===== src/design/csvt_pkg.sv =====
// ---------------------------------------------------------------------------
// csvt_pkg: shared types and constants for the CSV field tokenizer
// Payload structs, result codes and the whitespace test.
// ---------------------------------------------------------------------------
`default_nettype none

package csvt_pkg;

    localparam int CU_BITS = 16;

    localparam logic [CU_BITS-1:0] CH_QUOTE = 16'h0022;
    localparam logic [CU_BITS-1:0] CH_LF    = 16'h000A;
    localparam logic [CU_BITS-1:0] CH_CR    = 16'h000D;
    localparam logic [CU_BITS-1:0] DELIM_RESET = 16'h003B;

    localparam logic [2:0] K_CHAR  = 3'd0;
    localparam logic [2:0] K_FIELD = 3'd1;
    localparam logic [2:0] K_ROW   = 3'd2;
    localparam logic [2:0] K_ERROR = 3'd3;
    localparam logic [2:0] K_DONE  = 3'd4;

    localparam logic [1:0] ST_OK       = 2'd0;
    localparam logic [1:0] ST_QUOTE    = 2'd1;
    localparam logic [1:0] ST_AFTER    = 2'd2;
    localparam logic [1:0] ST_UNCLOSED = 2'd3;

    localparam int MAX_RES = 3;
    localparam int Q_DEPTH = 4;
    localparam int Q_PTR_BITS = $clog2(Q_DEPTH);

    typedef struct packed {
        logic [CU_BITS-1:0] code_unit;
        logic               end_of_text;
    } t_in_item;

    typedef struct packed {
        logic [2:0]         kind;
        logic [CU_BITS-1:0] out_char;
        logic [1:0]         status;
        logic               last;
    } t_out_item;

    typedef struct packed {
        logic [2:0]         kind;
        logic [CU_BITS-1:0] ch;
        logic [1:0]         status;
    } t_res;

    // all results of one input item; cnt counts the used slots
    typedef struct packed {
        logic [1:0]              cnt;
        t_res [MAX_RES-1:0]      res;
    } t_bundle;

    function automatic logic is_space(input logic [CU_BITS-1:0] c);
        return c inside {[16'h0009:16'h000D], 16'h0020, 16'h0085, 16'h00A0,
                         16'h1680, [16'h2000:16'h200A], 16'h2028, 16'h2029,
                         16'h202F, 16'h205F, 16'h3000};
    endfunction

    function automatic t_bundle add_res(input t_bundle b, input logic [2:0] kind,
                                        input logic [CU_BITS-1:0] ch,
                                        input logic [1:0] status);
        t_bundle r;
        r = b;
        if (b.cnt != 2'd3) begin
            r.res[b.cnt].kind   = kind;
            r.res[b.cnt].ch     = (kind == K_CHAR) ? ch : '0;
            r.res[b.cnt].status = status;
            r.cnt               = b.cnt + 2'd1;
        end
        return r;
    endfunction

endpackage

`default_nettype wire


===== src/design/csvt_front.sv =====
// ---------------------------------------------------------------------------
// csvt_front: quoting state machine of the CSV field tokenizer
// Accepts one code unit a cycle unless the queue is full, updates the text
// state, and pushes the beat's results as one bundle into the queue.
// ---------------------------------------------------------------------------
`default_nettype none

module csvt_front (
    input  wire logic                        i_clk,
    input  wire logic                        i_rst_n,
    input  wire logic                        i_cfg_we,
    input  wire logic [csvt_pkg::CU_BITS-1:0] i_cfg_data,
    input  wire logic                        i_in_valid,
    input  wire csvt_pkg::t_in_item          i_in_data,
    output logic                             o_in_stall,
    input  wire logic                        i_q_full,
    output logic                             o_push,
    output csvt_pkg::t_bundle                o_push_data
);
    import csvt_pkg::*;

    logic [CU_BITS-1:0] r_delim;
    logic r_in_quotes, r_quote_pending, r_after_close;
    logic r_field_nonempty, r_row_nonempty, r_held_cr;
    logic [1:0] r_error;

    logic n_in_quotes, n_quote_pending, n_after_close;
    logic n_field_nonempty, n_row_nonempty, n_held_cr;
    logic [1:0] n_error;
    t_bundle bund;
    logic accept;

    assign o_in_stall = i_q_full;
    assign accept     = i_in_valid && !i_q_full;

    always_comb begin
        logic [CU_BITS-1:0] c;
        logic [CU_BITS-1:0] app_c;
        logic [1:0] final_st;
        logic do_unq;
        logic do_app;
        logic [1:0] err_code;
        logic do_err;

        c        = i_in_data.code_unit;
        app_c    = c;
        final_st = r_error;
        do_unq   = 1'b0;
        do_app   = 1'b0;
        do_err   = 1'b0;
        err_code = ST_OK;
        bund     = '0;

        n_in_quotes      = r_in_quotes;
        n_quote_pending  = r_quote_pending;
        n_after_close    = r_after_close;
        n_field_nonempty = r_field_nonempty;
        n_row_nonempty   = r_row_nonempty;
        n_held_cr        = r_held_cr;
        n_error          = r_error;

        if (i_in_data.end_of_text) begin
            if (r_error == ST_OK) begin
                if (r_in_quotes && !r_quote_pending) begin
                    bund     = add_res(bund, K_ERROR, '0, ST_UNCLOSED);
                    final_st = ST_UNCLOSED;
                end else begin
                    // pending quote closes the field
                    if (r_held_cr) begin
                        bund = add_res(bund, K_CHAR, CH_CR, ST_OK);
                    end
                    if (r_field_nonempty || r_row_nonempty || r_after_close ||
                        r_quote_pending) begin
                        bund = add_res(bund, K_ROW, '0, ST_OK);
                    end
                end
            end
            bund             = add_res(bund, K_DONE, '0, final_st);
            n_in_quotes      = 1'b0;
            n_quote_pending  = 1'b0;
            n_after_close    = 1'b0;
            n_field_nonempty = 1'b0;
            n_row_nonempty   = 1'b0;
            n_held_cr        = 1'b0;
            n_error          = ST_OK;
        end else if (r_error == ST_OK) begin
            if (r_in_quotes) begin
                if (r_quote_pending) begin
                    n_quote_pending = 1'b0;
                    if (c == CH_QUOTE) begin
                        do_app = 1'b1;
                    end else begin
                        n_in_quotes   = 1'b0;
                        n_after_close = 1'b1;
                        do_unq        = 1'b1;
                    end
                end else if (c == CH_QUOTE) begin
                    n_quote_pending = 1'b1;
                end else begin
                    do_app = 1'b1;
                end
            end else begin
                do_unq = 1'b1;
            end

            if (do_unq) begin
                if (c == CH_QUOTE) begin
                    if (n_field_nonempty || n_after_close) begin
                        do_err   = 1'b1;
                        err_code = ST_QUOTE;
                    end else begin
                        n_in_quotes = 1'b1;
                    end
                end else if (c == CH_LF) begin
                    // drop a held CR before LF
                    n_held_cr        = 1'b0;
                    bund             = add_res(bund, K_ROW, '0, ST_OK);
                    n_field_nonempty = 1'b0;
                    n_after_close    = 1'b0;
                    n_row_nonempty   = 1'b0;
                end else if (c == r_delim) begin
                    if (n_held_cr) begin
                        bund = add_res(bund, K_CHAR, CH_CR, ST_OK);
                    end
                    n_held_cr        = 1'b0;
                    bund             = add_res(bund, K_FIELD, '0, ST_OK);
                    n_field_nonempty = 1'b0;
                    n_after_close    = 1'b0;
                    n_row_nonempty   = 1'b1;
                end else if (n_after_close) begin
                    if (!is_space(c)) begin
                        do_err   = 1'b1;
                        err_code = ST_AFTER;
                    end
                end else begin
                    do_app = 1'b1;
                end
            end

            if (do_app) begin
                if (n_held_cr) begin
                    bund = add_res(bund, K_CHAR, CH_CR, ST_OK);
                end
                n_held_cr = 1'b0;
                if (app_c == CH_CR) begin
                    n_held_cr = 1'b1;
                end else begin
                    bund = add_res(bund, K_CHAR, app_c, ST_OK);
                end
                n_field_nonempty = 1'b1;
            end

            if (do_err) begin
                n_error         = err_code;
                n_held_cr       = 1'b0;
                n_in_quotes     = 1'b0;
                n_quote_pending = 1'b0;
                bund            = add_res(bund, K_ERROR, '0, err_code);
            end
        end
    end

    assign o_push      = accept && (bund.cnt != 2'd0);
    assign o_push_data = bund;

    always_ff @(posedge i_clk) begin
        if (!i_rst_n) begin
            r_delim          <= DELIM_RESET;
            r_in_quotes      <= 1'b0;
            r_quote_pending  <= 1'b0;
            r_after_close    <= 1'b0;
            r_field_nonempty <= 1'b0;
            r_row_nonempty   <= 1'b0;
            r_held_cr        <= 1'b0;
            r_error          <= ST_OK;
        end else begin
            if (i_cfg_we) begin
                r_delim <= i_cfg_data;
            end
            if (accept) begin
                r_in_quotes      <= n_in_quotes;
                r_quote_pending  <= n_quote_pending;
                r_after_close    <= n_after_close;
                r_field_nonempty <= n_field_nonempty;
                r_row_nonempty   <= n_row_nonempty;
                r_held_cr        <= n_held_cr;
                r_error          <= n_error;
            end
        end
    end

endmodule

`default_nettype wire


===== src/design/csvt_queue.sv =====
// ---------------------------------------------------------------------------
// csvt_queue: result bundle queue of the CSV field tokenizer
// Small FIFO that decouples the state machine from the output serializer.
// ---------------------------------------------------------------------------
`default_nettype none

module csvt_queue (
    input  wire logic               i_clk,
    input  wire logic               i_rst_n,
    input  wire logic               i_push,
    input  wire csvt_pkg::t_bundle  i_push_data,
    output logic                    o_full,
    input  wire logic               i_pop,
    output logic                    o_valid,
    output csvt_pkg::t_bundle       o_data
);
    import csvt_pkg::*;

    t_bundle r_mem [Q_DEPTH];
    logic [Q_PTR_BITS-1:0] r_wr, r_rd;
    logic [Q_PTR_BITS:0]   r_count;
    logic do_pop;

    assign o_full  = (r_count == (Q_PTR_BITS+1)'(Q_DEPTH));
    assign o_valid = (r_count != '0);
    assign o_data  = r_mem[r_rd];
    assign do_pop  = i_pop && o_valid;

    always_ff @(posedge i_clk) begin
        if (i_push) begin
            r_mem[r_wr] <= i_push_data;
        end
    end

    always_ff @(posedge i_clk) begin
        if (!i_rst_n) begin
            r_wr    <= '0;
            r_rd    <= '0;
            r_count <= '0;
        end else begin
            if (i_push) begin
                r_wr <= r_wr + Q_PTR_BITS'(1);
            end
            if (do_pop) begin
                r_rd <= r_rd + Q_PTR_BITS'(1);
            end
            if (i_push && !do_pop) begin
                r_count <= r_count + (Q_PTR_BITS+1)'(1);
            end else if (!i_push && do_pop) begin
                r_count <= r_count - (Q_PTR_BITS+1)'(1);
            end
        end
    end

endmodule

`default_nettype wire


===== src/design/csvt_back.sv =====
// ---------------------------------------------------------------------------
// csvt_back: output serializer of the CSV field tokenizer
// Holds one bundle and hands out its results one beat at a time.
// ---------------------------------------------------------------------------
`default_nettype none

module csvt_back (
    input  wire logic               i_clk,
    input  wire logic               i_rst_n,
    input  wire logic               i_q_valid,
    input  wire csvt_pkg::t_bundle  i_q_data,
    output logic                    o_pop,
    output logic                    o_out_valid,
    output csvt_pkg::t_out_item     o_out_data,
    input  wire logic               i_out_stall
);
    import csvt_pkg::*;

    t_bundle    r_bund;
    logic       r_have;
    logic [1:0] r_idx;
    logic fire, is_last, load;

    assign fire    = r_have && !i_out_stall;
    assign is_last = (r_idx == r_bund.cnt - 2'd1);
    assign load    = !r_have || (fire && is_last);
    assign o_pop   = load && i_q_valid;

    assign o_out_valid         = r_have;
    assign o_out_data.kind     = r_bund.res[r_idx].kind;
    assign o_out_data.out_char = r_bund.res[r_idx].ch;
    assign o_out_data.status   = r_bund.res[r_idx].status;
    assign o_out_data.last     = is_last;

    always_ff @(posedge i_clk) begin
        if (load) begin
            r_bund <= i_q_data;
        end
    end

    always_ff @(posedge i_clk) begin
        if (!i_rst_n) begin
            r_have <= 1'b0;
            r_idx  <= '0;
        end else if (load) begin
            r_have <= i_q_valid;
            r_idx  <= '0;
        end else if (fire) begin
            r_idx <= r_idx + 2'd1;
        end
    end

endmodule

`default_nettype wire


===== src/design/csv_field_tokenizer_top.sv =====
// ---------------------------------------------------------------------------
// csv_field_tokenizer_top: streaming tokenizer for quoted delimited text
// Path: a beat's results are written into the bundle queue and then loaded
// into the serializer's bundle register, which drives the result port.
// Throughput: one input beat per cycle while the four-entry bundle queue has
// room; results leave at one per cycle while the output is not stalled, and
// that output port sets the sustained rate.
// Reset: synchronous, active low; clears the text state and the queue and
// sets the delimiter to ';' (0x3B).
// ---------------------------------------------------------------------------
`default_nettype none

module csv_field_tokenizer_top (
    input  wire logic                         i_clk,
    input  wire logic                         i_rst_n,
    input  wire logic                         i_cfg_we,
    input  wire logic [csvt_pkg::CU_BITS-1:0] i_cfg_data,
    input  wire logic                         i_in_valid,
    input  wire csvt_pkg::t_in_item           i_in_data,
    output logic                              o_in_stall,
    output logic                              o_out_valid,
    output csvt_pkg::t_out_item               o_out_data,
    input  wire logic                         i_out_stall
);
    import csvt_pkg::*;

    // front to queue: one bundle per beat that has any result
    logic    q_push, q_full, q_pop, q_valid;
    t_bundle q_push_data, q_data;

    // Front: classify each code unit against quote, LF and delimiter and
    // advance the quoting state. It stalls only when the queue is full.
    csvt_front u_front (
        .i_clk       (i_clk),
        .i_rst_n     (i_rst_n),
        .i_cfg_we    (i_cfg_we),
        .i_cfg_data  (i_cfg_data),
        .i_in_valid  (i_in_valid),
        .i_in_data   (i_in_data),
        .o_in_stall  (o_in_stall),
        .i_q_full    (q_full),
        .o_push      (q_push),
        .o_push_data (q_push_data)
    );

    // Queue: hold bundles so input and output stall on their own.
    csvt_queue u_queue (
        .i_clk       (i_clk),
        .i_rst_n     (i_rst_n),
        .i_push      (q_push),
        .i_push_data (q_push_data),
        .o_full      (q_full),
        .i_pop       (q_pop),
        .o_valid     (q_valid),
        .o_data      (q_data)
    );

    // Back: split each bundle into result beats, flag the last one.
    csvt_back u_back (
        .i_clk       (i_clk),
        .i_rst_n     (i_rst_n),
        .i_q_valid   (q_valid),
        .i_q_data    (q_data),
        .o_pop       (q_pop),
        .o_out_valid (o_out_valid),
        .o_out_data  (o_out_data),
        .i_out_stall (i_out_stall)
    );

endmodule

`default_nettype wire


===== config.mk =====
export PLATFORM = sky130hd
export DESIGN_NAME = csv_field_tokenizer_top
export DESIGN_NICKNAME = d
export VERILOG_FILES = /design/src/design/csvt_pkg.sv /design/src/design/csvt_front.sv /design/src/design/csvt_queue.sv /design/src/design/csvt_back.sv /design/src/design/csv_field_tokenizer_top.sv
export SDC_FILE = /design/constraint.sdc
export NUM_CORES = 1
export LEC_CHECK = 0
export BUFFER_PORTS_ARGS = -buffer_cell sky130_fd_sc_hd__buf_2
export CORE_ASPECT_RATIO = 1.1
export CORE_MARGIN = 2
export CORE_UTILIZATION = 35
export CTS_CLUSTER_DIAMETER = 80
export DETAILED_ROUTE_END_ITERATION = 6
export PLACE_DENSITY = 0.52
export SETUP_SLACK_MARGIN = 0.05
export SLEW_MARGIN = 25
export SYNTH_ARGS = -nofsm -noshare
export SYNTH_HDL_FRONTEND = slang
export SYNTH_SLANG_ARGS = --single-unit

===== constraint.sdc =====
create_clock -name i_clk -period 10.75 [get_ports i_clk]
set_input_delay 3.225 -clock i_clk [delete_from_list [all_inputs] [get_ports i_clk]]
set_output_delay 3.225 -clock i_clk [all_outputs]
set_load 0.005 [all_outputs]

## Yosys cells after proc, flatten, opt, wreduce, memory -nomap -nowiden

Memories as Yosys holds them, arrays and structs flattened. A register that Yosys moved wholly into a read port is not among the register bits.
Cells that the tools add are included.

| operators by class | value |
|---|---|
| eq/ne operators | 23 |
| div/mod/pow operators | 0 |
| order comparisons | 17 |
| multipliers | 0 |
| add/subtract/negate cells | 12 |
| shift operators | 0 |
| mux-type cells | 184 |
| reductions and logical operators | 46 |
| bitwise logic cells | 1 |

Operators with widths:

| kind | count |
|---|---|
| two-way mux 65 bit | 36 |
| bitwise mux 63 bit | 18 |
| demux 21 bit (select 2 bit) | 18 |
| two-way mux 21 bit | 7 |
| two-way mux 18 bit | 6 |
| equality test 16 x 14 -> 1 bit, second input constant | 5 |
| two-way mux 1 bit | 75 |
| two-way mux 64 bit | 1 |
| binary-select mux 21 bit (select 2 bit) | 1 |
| two-way mux 2 bit | 20 |
| equality test 16 x 4 -> 1 bit, second input constant | 2 |
| equality test 16 x 6 -> 1 bit, second input constant | 2 |
| equality test 16 x 8 -> 1 bit, second input constant | 2 |
| < comparator 2 x 3 -> 1 bit, second input constant | 7 |
| adder 2 x 1 -> 2 bit, second input constant | 9 |
| logical AND 1 bit | 17 |
| equality test 16 x 13 -> 1 bit, second input constant | 1 |
| equality test 16 bit | 1 |
| >= comparator 16 x 14 -> 1 bit, second input constant | 1 |
| >= comparator 16 x 4 -> 1 bit, second input constant | 1 |
| <= comparator 16 x 14 -> 1 bit, second input constant | 1 |
| <= comparator 16 x 4 -> 1 bit, second input constant | 1 |
| != test 2 bit, second input constant | 7 |
| >= comparator 2 x 1 -> 1 bit, second input constant | 6 |
| other kinds (19) | 38 |

| word-level totals | value |
|---|---|
| memories | 1 |
| bits of input ports | 38 |
| latch bits | 0 |
| logic and storage cells | 297 |
| memory bits (read-only) | 0 |
| flip-flop bits (word level) | 34 |
| RAM bits | 260 |
| output and inout port bits | 24 |

Memory list:

| memory | words | bits a word | read ports | clocked after memory_dff | write ports | RTL line | RTL |
|---|---|---|---|---|---|---|---|
| u_queue.r_mem | 4 | 65 | 1 | 1 | 1 | csvt_queue.sv:19 | `t_bundle r_mem [Q_DEPTH];` |

## Depth between registers and ports, before layout

Gate-level depths: netlist of run 1.

| logic depth | value |
|---|---|
| depth in word-level cells | 64 |
| gate-level depth with buffers | 17 |
| depth with buffers taken out | 16 |

## Hierarchy

Synthesis of run 1 repeated with hierarchy kept, for this count alone.

| unflattened totals | value |
|---|---|
| cells, all modules | 878 |
| area, all modules | 15078.2 um^2 |

By module, submodules not included:

| module | seq. area each (um^2) | area an instance (um^2) | cells each | times used |
|---|---|---|---|---|
| csvt_queue | 7987.7 | 9884.5 | 382 | 1 |
| csvt_back | 2011.9 | 2601.2 | 161 | 1 |
| csvt_front | 480.5 | 2592.5 | 335 | 1 |

## Worst setup path after synthesis of run 1

No wires, ideal clock.

| timing | value |
|---|---|
| path type | input port to flip-flop |
| from | input i_out_stall |
| to | register u_queue.r_count[2] |
| data required time | 10674 ps |
| slack | 917 ps |
| setup time | 76 ps |
| stages on the path | 8 |
| path buffers | 0 |
| data arrival time | 9757 ps |
| cells stage by stage | o21ai_0 -> o31ai_1 -> ha_1 -> inv_1 -> fa_1 -> xor2_1 -> or3_1 -> a21boi_0 |

| on the way | value |
|---|---|
| longest elaborated chain between the ends | 9 |
| elaborated cells between the ends (all ways) | 11 |
| classes of those cells | mux (1); reduce/logical (10) |

Ends and longest elaborated chain:

| item | RTL line | RTL |
|---|---|---|
| start: declaration | csv_field_tokenizer_top.sv:23 | `input wire logic i_out_stall` |
| logical NOT 1 bit (*) | csvt_back.sv:24 | `assign fire = r_have && !i_out_stall;` |
| logical AND 1 bit (*) | csvt_back.sv:24 |  |
| logical AND 1 bit (*) | csvt_back.sv:26 | `assign load = !r_have \|\| (fire && is_last);` |
| logical OR 1 bit (*) | csvt_back.sv:26 |  |
| logical AND 1 bit (*) | csvt_back.sv:27 | `assign o_pop = load && i_q_valid;` |
| logical AND 1 bit (*) | csvt_queue.sv:27 | `assign do_pop = i_pop && o_valid;` |
| logical NOT 1 bit | csvt_queue.sv:47 | `if (i_push && !do_pop) begin` |
| logical AND 1 bit | csvt_queue.sv:47 |  |
| two-way mux 3 bit or nonzero test 2 bit (tied branches) | -- |  |
| end signal: assignment | csvt_queue.sv:48 | `r_count <= r_count + (Q_PTR_BITS+1)'(1);` |
| end signal: assignment | csvt_queue.sv:50 | `r_count <= r_count - (Q_PTR_BITS+1)'(1);` |
| end: declaration | csvt_queue.sv:21 | `logic [Q_PTR_BITS:0] r_count;` |

Every way passes the cells marked *; elsewhere a longest branch is shown, timed or not.
A chain may end at the register's enable or synchronous reset.

## Worst setup path after layout of run 1

| timing | value |
|---|---|
| from | input i_in_data[14] (netlist bit) |
| to | memory u_queue.r_mem[2][48] (netlist bit) (enable) |

| on the way | value |
|---|---|
| longest elaborated chain between the ends | 30 |
| elaborated cells between the ends (all ways) | 86 |
| classes of those cells | add/sub (3); order compare (4); eq/ne (16); mux (57); reduce/logical (6) |

Ends and longest elaborated chain:

| item | RTL line | RTL |
|---|---|---|
| start: declaration | csv_field_tokenizer_top.sv:19 | `input wire csvt_pkg::t_in_item i_in_data,` |
| equality test 16 x 6 -> 1 bit | csvt_front.sv:90, csvt_front.sv:97, csvt_front.sv:107 |  |
| two-way mux 1 bit | csvt_front.sv:90, csvt_front.sv:97 |  |
| two-way mux 1 bit | csvt_front.sv:88 | `if (r_quote_pending) begin` |
| two-way mux 1 bit | csvt_front.sv:87 | `if (r_in_quotes) begin` |
| two-way mux 1 bit | csvt_front.sv:86 | `end else if (r_error == ST_OK) begin` |
| two-way mux 1 bit | csvt_front.sv:62 | `if (i_in_data.end_of_text) begin` |
| two-way mux 65 bit | csvt_front.sv:106 | `if (do_unq) begin` |
| two-way mux 65 bit | csvt_front.sv:86 |  |
| [... 15 more ...] | -- |  |
| two-way mux 65 bit (*) | csvt_front.sv:153 | `if (do_err) begin` |
| two-way mux 65 bit (*) | csvt_front.sv:86 |  |
| two-way mux 65 bit (*) | csvt_front.sv:62 |  |
| nonzero test 2 bit (*) | csvt_front.sv:163 | `assign o_push = accept && (bund.cnt != 2'd0);` |
| logical AND 1 bit (*) | csvt_front.sv:163 |  |
| net q_push | csv_field_tokenizer_top.sv:28 | `logic q_push, q_full, q_pop, q_valid;` |
| two-way mux 1 bit (*) | csvt_queue.sv:30 | `if (i_push) begin` |
| two-way mux 1 bit (not written as such) (*) | csvt_queue.sv:31 | `r_mem[r_wr] <= i_push_data;` |
| end: declaration | csvt_queue.sv:19 |  |

Mark *: on every way through the listed nets, which the timed path passes. The rest lies on a longest branch. The select of a mux whose other input is x is not followed.

==> results.yml, run 1 <==
setup_path:
  critical_path_class: "primary input to flop"
  critPathSlowestCell: "and2_2"
  cpPeakStageDelay_ps: 800
  cp_common_cell: "a21oi_2"
  crit_path_end_kind: "flop"
  cp_cell_sequence: "buf_2 -> nor4_1 -> nand4_1 -> ha_1 -> nand2b_1 -> nand2_1 -> a21oi_2 -> a21o_1 -> o2111a_1 -> o221a_4 -> a21oi_2 -> and2_2 -> buf_4"
  cp.arrival_ps: 7320
  required_ps: 10910
  path_max_fanout: 33
  start_kind: "primary input"
power:
  leakagePower_nw: 5.617
  ir_drop_v: 0.0001028
  cellPowerDensity_nw_per_um2: 228.2
cts:
  cts_tree: "built"
  cts_buffers: 37
  cts_resized: 0
  cts_root_buf: "clkbuf_16"
  insertion_delay_ps: 530
  cts_sinks: 354
  cts_max_path_buffers: 3
  path_clk_slew_ps: 60
  htreeDepth: 2
  ctsHoldBuffers: 0
  post_cts_buffers: 0
cells_and_area:
  n_antenna_cell: 0
  ff_latch_area_um2: 10300
  num-fill-cells: 3705
  drive_gt1_share_pct: 22.31
  multiInputGateArea_um2: 4159
  finish.net_count: 988
  area_growth_pct: 14.50
logic_synthesis:
  synthArstFlopShare_pct: 0
  synth_warnings: 0
  syn_nets: 926
  ys.flop_type: "edfxtp_1"
  synth_cells: 878
  avgSynthCellArea_um2: 16.66
  synth_cell_types: 61
  seq_area_frac_synth_pct: 70.34
  synth_seq_cells: 354
  synth_area_um2: 14630
  synth_edf_count: 320
detailed_routing:
  vias_per_cell: 5.032
  final_antenna_net_count: 0
  routed_wl_um: 32280
  drtIter0Drc: 548
  wl_per_cell_um: 21.13
  dr_total_vias: 7689
  dr.pass1.iters: 5
  drc: 0
timing:
  fin_crit_ps: 7160
  timing.fmax_mhz: 139.7
  maxSlewViolCount: 0
  rsz0062_at_grt: "false"
  skew_ps: 15.57
  hold_viol_final: 0
  setup_viol: 0
  setup_ws_ps: 3590
  fin_tns_setup_ps: 0
  slew_headroom_pct: 33.76
  worstMarginPinSlew_ps: 993.6
  period_share_pct: 66.60
place:
  gp_congestion: 0.8094
  post-place-ws_ps: 3003
  place_hpwl_um: 20260
  port_buffers: 61
die:
  die-width_um: 198.9
  top_level_ports: 62
  fp.dieH_um: 218.4
  coreArea_um2: 41280
  die_area_um2: 43450
  rows: 78
  start_util_pct: 35.43
worst_hold_path:
  hold_class: "flop to flop"
grt:
  grt_max_degree: 68
  grt_pass1_vias: 7870
  grt_pass1_wl_um: 49380
  antenna_found_initial: 2
  grt_use_total_pct: 15.40
  grt_overflow: 0
job:
  drv_cap: 0
outcome:
  status: "completed"
## power breakdown
group,total [mW],internal (mW),leakage [nW],switching [mW]
Combinational,0.655,0.292,1.70,0.363
Sequential,1.92,1.82,3.36,0.0943
Clock,1.25,0.735,0.566,0.515
## layer usage
metal / wire length [um] / part of all wire, % / vias up / GRT usage, %
met4: 668 / 2.1 / 0 / 4.229
met3: 1426 / 4.4 / 48 / 2.639
li1: - / - / 3535 / -
met2: 15730 / 49 / 180 / 25.71
met1: 14450 / 45 / 3926 / 20.77
met5: 0 / 0 / - / 0
## sequential cells by signal, indices dropped and copies added (netlist names)
| signal | count |
|---|---|
| u_front.r_error | 2 |
| u_front.r_held_cr | 1 |
| u_back.r_bund | 64 |
| u_back.r_idx | 2 |
| u_front.r_field_nonempty | 1 |
| u_front.r_in_quotes | 1 |
| u_queue.r_count | 3 |
| u_front.r_delim | 16 |
| u_back.o_out_valid | 1 |
| u_front.r_after_close | 1 |
| u_front.r_row_nonempty | 1 |
| u_queue.r_wr | 2 |
| u_front.r_quote_pending | 1 |
| u_queue.r_rd | 2 |
| u_queue.r_mem | 256 |
## kinds of logic (layout without fill, tap and decap cells)
group / Yosys count / count (layout) / share of synthesized area, %
DFF: 354 / 354 / 70.34
and+or+nand+nor: 227 / 227 / 8.767
muxes: 105 / 105 / 12.70
AOI/OAI and AO/OA: 103 / 103 / 4.380
buffers and inverters: 56 / 146 / 1.523
xor gates and xnor gates: 23 / 23 / 1.377
adders and majority gates: 10 / 10 / 0.9067
## per-stage QoR
stage	power, mW	utilization, %	cell area [um^2]	instances	hold WS [ps]
6_report	3.822	40.57	16750	1528	497.8
5_1_grt	4.006	40.57	16750	1528	515.2
4_1_cts	3.895	40.57	16750	1528	498.2
3_5_place_dp	2.639	37.70	15560	1461	483.6
3_3_place_gp	2.629	37.68	15550	1461	477.8
2_1_floorplan	2.383	-	14630	878	462.5
## final cells by class
class                           count  area share, %
Tap cell                          560          4.183
Clock buffer                       46          5.984
Multi-Input combinational cell    468          24.83
Sequential cell                   354          61.47
Timing Repair Buffer               70          2.226
Clock inverter                     21          1.098
Inverter                            9         0.2017
## cell usage after synthesis (9+ instances only)
cell	instances	share of area, %
mux2i_1	39	2.7
mux4_2	64	9.9
edfxtp_1	320	66
nor2_1	29	0.74
ha_1	9	0.77
and2_1	53	2.3
dfxtp_1	34	4.7
inv_1	9	0.23
a21oi_1	18	0.62
clkbuf_1	29	0.74
nand2_1	49	1.3
xor2_1	17	1.0
nor3_1	9	0.31
buf_1	10	0.26
nor2b_1	23	0.98
nand3_1	11	0.38
o21ai_0	49	1.7
## critical path, delay by kind of cell
kind                       cells  cell delay, ps
adders and majority gates      1             340
and+or+nand+nor                5            1910
buffers and inverters          2             740
AOI/OAI and AO/OA              5            1030
## cells in the final DEF (no fill, tap or decap), types with 29 or more instances in the layout
cell / n
nor2_1: 29
mux4_2: 64
dfxtp_1: 31
buf_2: 61
nand2_1: 49
o21ai_0: 48
mux2i_1: 39
and2_1: 49
edfxtp_1: 320
clkbuf_16: 39
## final timing paths
| path | slack [ps] | to | cells after the start | start |
|---|---|---|---|---|
| worst max-delay path | 3590 | u_queue.r_mem[2][48] | 13 | i_in_data[14] |
| worst min-delay path | 500 | u_front.r_delim[5] | 2 | u_front.r_delim[5] |
| worst max register to register | 6660 | u_queue.r_mem[2][48] | 9 | u_front.r_delim[8] |
| worst min register to register | 500 | u_front.r_delim[5] | 2 | u_front.r_delim[5] |
(Power assumes the default switching activity.)
==> run 2: changes to the inputs <==
- PLACE_DENSITY: 0.52 -> 0.54
- clock period: 10.75 -> 6.2 ns (I/O delays scaled with it)
==> run 2 against run 1 <==
Final cell count up 1.2%. Critical path depth increased by 4. Routed wire length grew 1.2%. Largest cell class unchanged. Critical path type unchanged. Hold slack better by 2.0 ps.
==> results.yml, run 2 (synthesis gave the netlist of run 1 again) <==
grt:
  grt_max_degree: 53
  grt_overflow: 0
  grt_use_total_pct: 15.53
  grt_pass1_wl_um: 50110
  grt_pass1_vias: 8061
  antenna_found_initial: 1
setup_path:
  path_delay_family: "simple AND/OR/NAND/NOR gates"
  crit_path_end_kind: "flop"
  path_max_fanout: 6
  required_ps: 6650
  path_buf_inv: 2
  cp_cell_sequence: "buf_2 -> nor4_1 -> nand4_1 -> ha_1 -> nand2b_1 -> nand2_1 -> a21oi_2 -> a21o_1 -> o2111a_1 -> o221a_4 -> a21oi_2 -> ha_1 -> inv_1 -> fa_1 -> xor2_1 -> or3_1 -> a21boi_0"
  critical_path_class: "primary input to flop"
  rrSetupSlack_ps: 2500
  cpPeakStageDelay_ps: 420
  start_kind: "primary input"
  cp.arrival_ps: 5690
  critPathSlowestCell: "fa_1"
cells_and_area:
  final_cell_mix: "edfxtp_1, mux4_2, buf_2"
  top_regs: "u_queue.r_mem x256, u_back.r_bund x64, u_front.r_delim x16"
  num-fill-cells: 3713
  area_growth_pct: 16.25
  drive_gt1_share_pct: 23.73
  largest_reg_flops: 256
  finish.net_count: 1005
  n_antenna_cell: 0
  layout_commonest_cell: "edfxtp_1"
  top_register: "u_queue.r_mem"
power:
  ir_drop_v: 0.0001921
  netSwitchingFraction_pct: 25.19
  clkPwrFrac_pct: 33.1
  cellPowerDensity_nw_per_um2: 396.0
  p_int_mw: 5.037
  leakagePower_nw: 5.754
  power_frac_seq_pct: 49.2
  comb_power_share_pct: 17.6
  p_sw_mw: 1.696
  power_mw: 6.734
cts:
  cts_root_buf: "clkbuf_16"
  cts_buffers: 37
  cts_max_path_buffers: 3
  ctsHoldBuffers: 0
  cts_resized: 0
  cts_sinks: 354
  insertion_delay_ps: 520
  post_cts_buffers: 0
  htreeDepth: 2
  path_clk_slew_ps: 60
  cts_tree: "built"
place:
  post-place-ws_ps: 347.8
  place_hpwl_um: 21360
  port_buffers: 61
  gp_congestion: 0.8352
timing:
  timing.fmax_mhz: 190.8
  setup_ws_ps: 958.6
  setup_viol: 0
  period_share_pct: 84.54
  fin_tns_setup_ps: 0
  fin_crit_ps: 5241
  worstMarginPinSlew_ps: 910.9
  hold_viol_final: 0
  maxSlewViolCount: 0
  rsz0062_at_grt: "false"
  skew_ps: 11.12
  slew_headroom_pct: 38.71
detailed_routing:
  routed_wl_um: 32650
  wl_per_cell_um: 21.12
  vias_per_cell: 5.036
  drc: 0
  final_antenna_net_count: 0
  dr_total_vias: 7786
  drtIter0Drc: 548
  dr.pass1.iters: 5
die:
  coreArea_um2: 41280
  top_level_ports: 62
  die_area_um2: 43450
  die-width_um: 198.9
  start_util_pct: 35.43
  fp.dieH_um: 218.4
  rows: 78
outcome:
  status: "completed"
job:
  drv_cap: 0
worst_hold_path:
  hold_class: "flop to flop"
run 2: layout make-up:
type                       count  area, um^2  share of cell area [%]
sequential                   354       10300                   60.55
clock buffer                  49        1033                   6.078
tap                          560       700.7                   4.120
timing repair buffer          87       600.6                   3.532
clock inverter                19       193.9                   1.140
multi-input combinational    468        4146                   24.38
inverter                       9       33.78                  0.1987
run 2: path summary, 6_finish.rpt:
kind                       from            endpoint  depth (start not counted)
max reg2reg  u_front.r_delim[9]  u_queue.r_count[2]                         13
max                i_in_data[9]  u_queue.r_count[2]                         17
min          u_front.r_delim[1]  u_front.r_delim[1]                          2
min reg2reg  u_front.r_delim[1]  u_front.r_delim[1]                          2
run 2: worst reg2reg max path, delay by kind of cell (launching register included):
family	cells	cell delay [ps]
adder cells (fa/ha/maj)	2	640
XOR/XNOR	2	340
AO/OA/AOI/OAI	4	980
AND/OR/NAND/NOR	4	1290
buffers and inverters	1	70
flip-flops	1	320
run 2: power groups by stage:
stage,combinational [mW],sequential [mW],clock (mW)
floorplan,0.813,3.30,0
global placement,1.23,3.36,0
detailed placement,1.23,3.37,0
CTS,1.24,3.32,2.28
global route,1.31,3.37,2.38
finish,1.19,3.32,2.23
run 2: per-layer routing:
metal  vias to the layer above  track usage (%)  wire [um]
met5                         -                0          0
met4                         0            4.552        720
met3                        49            2.438       1274
met2                       175            25.51      15970
met1                      3991            21.36      14690
li1                       3571                -          -
run 2: stage by stage:
| step | cells | hold slack, ps | instance area, um^2 | util, % |
|---|---|---|---|---|
| 6_report | 1546 | 499.7 | 17010 | 41.19 |
| 5_1_grt | 1546 | 551.4 | 17010 | 41.19 |
| 4_1_cts | 1546 | 505.8 | 17000 | 41.18 |
| 3_5_place_dp | 1478 | 491.4 | 15770 | 38.20 |
| 3_3_place_gp | 1478 | 480.6 | 15770 | 38.20 |
| 2_1_floorplan | 878 | 462.5 | 14630 | - |
==> run 3: changes to the inputs <==
- PLACE_DENSITY: 0.54 -> 0.52
- clock period: 6.2 -> 5.2 ns (I/O delays scaled with it)
==> run 3 against run 2 <==
Die area stayed put. Largest power group unchanged. Total power is 17% higher. Via count is 1.1% higher. Critical path type unchanged.
==> results.yml, run 3 (synthesis gave the netlist of run 1 again) <==
outcome:
  status: "completed"
cts:
  insertion_delay_ps: 540
  cts_tree: "built"
  cts_resized: 0
  htreeDepth: 2
  cts_buffers: 38
  path_clk_slew_ps: 60
  post_cts_buffers: 0
  cts_max_path_buffers: 3
  cts_root_buf: "clkbuf_16"
  cts_sinks: 354
  ctsHoldBuffers: 0
setup_path:
  cp.arrival_ps: 5020
  start_kind: "primary input"
  rrSetupSlack_ps: 1720
  path_max_fanout: 6
  r2r-start: "u_front.r_delim[9]"
  critical_path_class: "primary input to flop"
  ff2ff_path_depth: 13
  crit_path_end_kind: "flop"
  rr_endpoint: "u_queue.r_count[2]"
  required_ps: 5660
cells_and_area:
  final_cell_mix: "edfxtp_1, mux4_2, buf_2"
  multiInputGateArea_um2: 4145
  layout_commonest_cell: "edfxtp_1"
  area_growth_pct: 16.94
  largest_reg_flops: 256
  n_antenna_cell: 0
  num-fill-cells: 3740
  finish.net_count: 1023
  ff_latch_area_um2: 10300
  top_regs: "u_queue.r_mem x256, u_back.r_bund x64, u_front.r_delim x16"
  top_register: "u_queue.r_mem"
  drive_gt1_share_pct: 25.10
timing:
  timing.fmax_mhz: 219.5
  hold_viol_final: 0
  period_share_pct: 87.60
  skew_ps: 26.27
  rsz0062_at_grt: "false"
  worstMarginPinSlew_ps: 956.2
  fin_crit_ps: 4555
  slew_headroom_pct: 36.26
  maxSlewViolCount: 0
  fin_tns_setup_ps: 0
  setup_viol: 0
worst_hold_path:
  whs_path_depth: 2
  hp-start: "u_front.r_delim[0]"
  hold_class: "flop to flop"
  hold_path_end: "u_front.r_delim[0]"
die:
  die_area_um2: 43450
  top_level_ports: 62
  start_util_pct: 35.43
  coreArea_um2: 41280
  fp.dieH_um: 218.4
  rows: 78
  die-width_um: 198.9
power:
  leakagePower_nw: 5.813
  power_mw: 7.905
  cellPowerDensity_nw_per_um2: 462.2
  ir_drop_v: 0.0002095
detailed_routing:
  drc: 0
  final_antenna_net_count: 0
  vias_per_cell: 5.031
  wl_per_cell_um: 21.28
  dr.pass1.iters: 7
  dr_total_vias: 7869
  drtIter0Drc: 671
  routed_wl_um: 33280
grt:
  grt_max_degree: 67
  grt_pass1_wl_um: 51380
  antenna_found_initial: 0
  grt_use_total_pct: 15.89
  grt_pass1_vias: 8150
  grt_overflow: 0
place:
  port_buffers: 61
  gp_congestion: 0.8762
  place_hpwl_um: 21740
job:
  drv_cap: 0
[run 3: layer usage]
metal	vias up	wire, um	GRT usage [%]
li1	3617	-	-
met3	47	1199	2.330
met4	0	660	4.229
met5	-	0	0
met1	4051	15340	22.59
met2	154	16080	25.58
[run 3: layout make-up]
| class | count | area share, % |
|---|---|---|
| Inverter | 9 | 0.1975 |
| Tap cell | 560 | 4.096 |
| Timing Repair Buffer | 104 | 4.623 |
| Clock buffer | 50 | 5.823 |
| Sequential cell | 354 | 60.19 |
| Multi-Input combinational cell | 468 | 24.23 |
| Clock inverter | 19 | 0.8339 |
[run 3: power breakdown]
part | switching [mW] | internal [mW]
clock | 1.08 | 1.41
combinational | 0.758 | 0.676
sequential | 0.218 | 3.76
[run 3: how the worst max path moves through the flow]
stage	from	endpoint	slack (ps)	cells past startpoint
final	i_in_data[9]	u_queue.r_count[2]	640	16
after floorplan	i_in_data[5]	u_queue.r_count[2]	300	17
after detailed placement	i_in_data[9]	u_queue.r_count[2]	70	16
after CTS	i_in_data[9]	u_queue.r_count[2]	620	16
after global placement	i_in_data[9]	u_queue.r_count[2]	110	16
after global routing	i_in_data[9]	u_queue.r_count[2]	420	16
[run 3: critical path: stages]
cell and delay (ps):
buf_2 140, nor4_1 390, nand4_1 210, ha_1 270
nand2b_1 160, nand2_1 140, o21ai_0 90, o2111a_1 270
o221a_4 300, a21oi_2 160, ha_1 200, inv_1 70
fa_1 430, xor2_1 170, or3_1 300, a21boi_0 160
[run 3: through the flow]
stage	instances	hold WS [ps]	util [%]	setup slack, ps	area [um^2]
floorplan	878	462.5	-	297.6	14640
global placement	1494	489.1	38.63	113.4	15950
detailed placement	1495	488.6	38.68	74.35	15970
CTS	1564	505.5	41.43	624.7	17110
global route	1564	528.5	41.43	424.1	17110
finish	1564	506.1	41.43	644.6	17110
